[config.mk]
export PLATFORM = sky130hd
export DESIGN_NAME = hmtq_cfg
export DESIGN_NICKNAME = d
export VERILOG_FILES = /design/src/hdl/hmtq_pkg.sv /design/src/hdl/hmtq_cfg.sv
export SDC_FILE = /design/constraint.sdc
export NUM_CORES = 1
export LEC_CHECK = 0
export ABC_AREA = 1
export BUFFER_PORTS_ARGS = -buffer_cell sky130_fd_sc_hd__buf_2
export CAP_MARGIN = 20
export CORE_ASPECT_RATIO = 1.1
export CORE_MARGIN = 3
export CORE_UTILIZATION = 45
export CTS_CLUSTER_SIZE = 14
export DETAILED_ROUTE_END_ITERATION = 10
export PLACE_DENSITY_LB_ADDON = 0.12
export SLEW_MARGIN = 40
export SYNTH_ARGS = -nofsm -noshare
export SYNTH_HDL_FRONTEND = slang
export SYNTH_SLANG_ARGS = --single-unit
[constraint.sdc]
create_clock -name clk_i -period 0.8 [get_ports clk_i]
set_input_delay 0.24 -clock clk_i [delete_from_list [all_inputs] [get_ports clk_i]]
set_output_delay 0.24 -clock clk_i [all_outputs]
set_load 0.01 [all_outputs]
[src/hdl/hmtq_pkg.sv]
// ----------------------------------------------------------------------------
// hmtq_pkg: shared types for the heightmap triangle height query block
// Holds the payload structs, the configuration register map and its snapshot.
// ----------------------------------------------------------------------------
package hmtq_pkg;

  // Register map of the configuration port
  typedef enum logic [2:0] {
    CFG_GRID_POINTS   = 3'd0,
    CFG_ORIGIN_X      = 3'd1,
    CFG_ORIGIN_Z      = 3'd2,
    CFG_INV_CELL_SIZE = 3'd3,
    CFG_HEIGHT_SCALE  = 3'd4
  } cfg_idx_e;

  localparam logic ACTION_LOAD  = 1'b0;
  localparam logic ACTION_QUERY = 1'b1;

  localparam int CfgIdxW  = 3;
  localparam int CfgDataW = 32;

  typedef struct packed {
    logic               action;
    logic [7:0]         grid_col;
    logic [7:0]         grid_row;
    logic [7:0]         red;
    logic [7:0]         green;
    logic [7:0]         blue;
    logic signed [31:0] query_x;
    logic signed [31:0] query_z;
  } in_item_t;

  typedef struct packed {
    logic [23:0] height;
    logic        inside_res;
  } out_item_t;

  // Current register values handed to the datapath
  typedef struct packed {
    logic [8:0]         grid_points;
    logic signed [31:0] origin_x;
    logic signed [31:0] origin_z;
    logic [31:0]        inv_cell_size;
    logic [23:0]        height_scale;
  } cfg_t;

endpackage

[src/hdl/hmtq_cfg.sv]
// ----------------------------------------------------------------------------
// hmtq_cfg: configuration register file
// Takes one register write per beat and presents all registers as a struct.
// ----------------------------------------------------------------------------
module hmtq_cfg import hmtq_pkg::*; (
  input  logic                clk_i,
  input  logic                rst_ni,
  input  logic                cfg_valid_i,
  output logic                cfg_ready_o,
  input  logic [CfgIdxW-1:0]  cfg_index_i,
  input  logic [CfgDataW-1:0] cfg_data_i,
  output cfg_t                cfg_o
);

  cfg_t cfg_q, cfg_d;

  assign cfg_ready_o = 1'b1;
  assign cfg_o       = cfg_q;

  // Decode the write beat
  always_comb begin
    cfg_d = cfg_q;
    if (cfg_valid_i) begin
      unique case (cfg_idx_e'(cfg_index_i))
        CFG_GRID_POINTS:   cfg_d.grid_points   = cfg_data_i[8:0];
        CFG_ORIGIN_X:      cfg_d.origin_x      = cfg_data_i;
        CFG_ORIGIN_Z:      cfg_d.origin_z      = cfg_data_i;
        CFG_INV_CELL_SIZE: cfg_d.inv_cell_size = cfg_data_i;
        CFG_HEIGHT_SCALE:  cfg_d.height_scale  = cfg_data_i[23:0];
        default:           cfg_d = cfg_q;
      endcase
    end
  end

  always_ff @(posedge clk_i or negedge rst_ni) begin
    if (!rst_ni) begin
      cfg_q.grid_points   <= 9'd256;
      cfg_q.origin_x      <= '0;
      cfg_q.origin_z      <= '0;
      cfg_q.inv_cell_size <= 32'd65536;
      cfg_q.height_scale  <= 24'd256;
    end else begin
      cfg_q <= cfg_d;
    end
  end

endmodule

==> impl_metrics.toml <==
[synthesis]
synth_largest_area_cell = "dfrtp_1"
seq_area_frac_synth = 0.633
synth_simple_gate_area_frac = 0.323
yosysWarningCount = 0
synth_cells = 570
synth_compound_area_frac = 0
synth_cell_types = 12
avgSynthCellArea_um2 = 8.95
ys.flop_type = "dfrtp_1"
async_flop_share = 1.00
synth_xor_area_frac = 0
synthTopCellsByArea = "dfrtp_1 (62%), nand2_1 (22%), nand3_1 (9.5%)"
synthMuxAreaShare = 0
synth-edff-count = 0
synth_area_um2 = 5100
synth_common_cells = "nand2_1 (298), dfrtp_1 (126), nand3_1 (97), buf_2 (23), buf_4 (10)"
synth_top_family_by_area = "simple AND/OR/NAND/NOR gates"
yosys.area.top_type_share = 0.618
synth_fa_ha_area_frac = 0
synth_nets = 608
yosysMostFrequentCell = "nand2_1"
ys_ff_latch = 129

[layout]
largest_reg_flops = 129
n_fill_cell = 848
drive_above_1_share = 0.402
insertedDiodeCount = 0
syn2layout_area_growth_pct = 56.1
nets = 875

[worst_hold_path]
hold_path_class = "in2reg"

[status]
violations = "negative setup slack"
status = "complete, but fails checks"

[setup_path]
cp_top_family = "flip-flops"
path_class = "reg2out"
cp_slowest_cell = "dfstp_2"
max_stage_delay_ns = 0.54
path_cells = "buf_6"
endpoint_kind = "output pin"
cp-start-kind = "register"
required_ns = 0.56
cp_num_buf_inv = 1
cp.arrival_ns = 1.04
worstPathMaxFanout = 2

[grt]
grt_max_degree = 33
grt.overflow.total = 0
grt_pass1_vias = 4714
track_usage = 0.245
antenna_found_initial = 0
grt_pass1_wl_mm = 24.3

[die]
num_rows = 40
start_util = 0.463
coreArea_um2 = 11000
die_h_um = 118
io_pins = 168
die_w_um = 108
dieArea_um2 = 12700

[drt]
vias_per_cell = 5.03
drt_iter0_drc = 351
wl_per_cell_um = 16.6
drt-total-wl_mm = 16.5
vias = 5017
dr.pass1.iters = 5
ant_nets = 0
drc_errors = 0

[flow_run]
max_cap_violations = 0

[cts]
clk_latency_ns = 0.40
root_buffer = "clkbuf_16"
cts_buffers = 17
clockBufferDepth = 2
htreeDepth = 4
path_clk_slew_ns = 0.06
cts_sinks = 129
cts_tree = "done"

[timing]
fin_skew_ns = 0
hold-worst-slack_ns = 0.0696
finalHoldViolCount = 0
max_freq_mhz = 779
rsz0062_at_grt = "yes"
fin_crit_ns = 1.28
setup_tns_ns = -47.41
finalMaxSlewViolations = 0
finalCritPeriodShare = 1.61
setup_slack_ns = -0.484
setup_viol = 137

[power]
p_leak_nw = 4.55
power_density_nw_per_um2 = 2730
ir_worst_vdd_v = 0.00137

[placed_design]
place_congestion = 0.804
io_buffers = 166
hpwl_mm = 10.2
[metal layers]
layer  routed length [µm]  up-vias  share of wire  GRT usage
met1                 6770     2431           0.41      0.344
met2                 8060      242           0.49      0.378
met5                    0        -              0          0
met3                 1530       10          0.093     0.0724
met4                  153        0         0.0093     0.0552
li1                     -     2334              -          -
[placed cells by master, fill, tap and decap left out, drive strengths merged]
cell / instances
nor2: 5
nand3: 97
bufinv: 2
clkbuf: 32
buf: 276
nand2: 298
dlygate4sd3: 1
clkinv: 3
dfrtp: 126
inv: 6
conb: 1
dfstp: 3
[through the flow]
stage | cell area (µm²) | utilization | power (mW) | setup slack, ns | std cells
floorplan | 5160 | - | 10.3 | -0.0639 | 570
global placement | 6280 | 0.570 | 12.3 | -0.383 | 877
detailed placement | 6280 | 0.570 | 12.4 | -0.437 | 877
CTS | 7350 | 0.667 | 21.0 | -0.492 | 952
global route | 7960 | 0.723 | 22.8 | -0.520 | 997
finish | 7960 | 0.723 | 21.7 | -0.484 | 997
[report_power, final]
group / switching, mW / total (mW) / internal (mW) / leakage, nW
logic: 2.61 / 5.38 / 2.77 / 2.63
registers: 0.768 / 8.55 / 7.78 / 1.62
clock network: 2.66 / 7.82 / 5.16 / 0.303
[final timing paths]
path,start,to,slack (ns),cells after the start
worst max-delay path,cfg_o[128]$_DFFE_PN1P_,cfg_o[128],-0.48,1
worst min-delay path,cfg_data_i[29],cfg_o[53]$_DFFE_PN0P_,0.07,3
worst max register to register,cfg_o[1]$_DFFE_PN0P_,cfg_o[1]$_DFFE_PN0P_,-0.07,4
worst min register to register,cfg_o[80]$_DFFE_PN0P_,cfg_o[80]$_DFFE_PN0P_,0.47,2
max in group asynchronous,rst_ni,cfg_o[40]$_DFFE_PN1P_,0.09,3
min in group asynchronous,rst_ni,cfg_o[11]$_DFFE_PN0P_,0.24,2
[final cells by class]
type                    instances  area, µm²  area share
inverters                       6       22.5     0.00283
flip-flops and latches        129       3230       0.406
clock inverters                 5       75.1     0.00943
multi-input cells             401       1740       0.219
repair buffers                282       2180       0.273
well taps                     147        184      0.0231
clock buffers                  27        533      0.0669
[kinds of logic after synthesis]
group,Yosys count
and+or+nand+nor,400
DFF,129
buffers and inverters,40
other,1
[what timing repair did]
item	4_1_cts	5_1_grt
endpoints found under the setup margin	136	227
cloned	1	5
hold buffers	1	0
buffers inserted	41	47
endpoints found under the hold margin	71	0
pin swaps	0	10
resized for setup	20	52
Power figures use the tool's default switching activity.
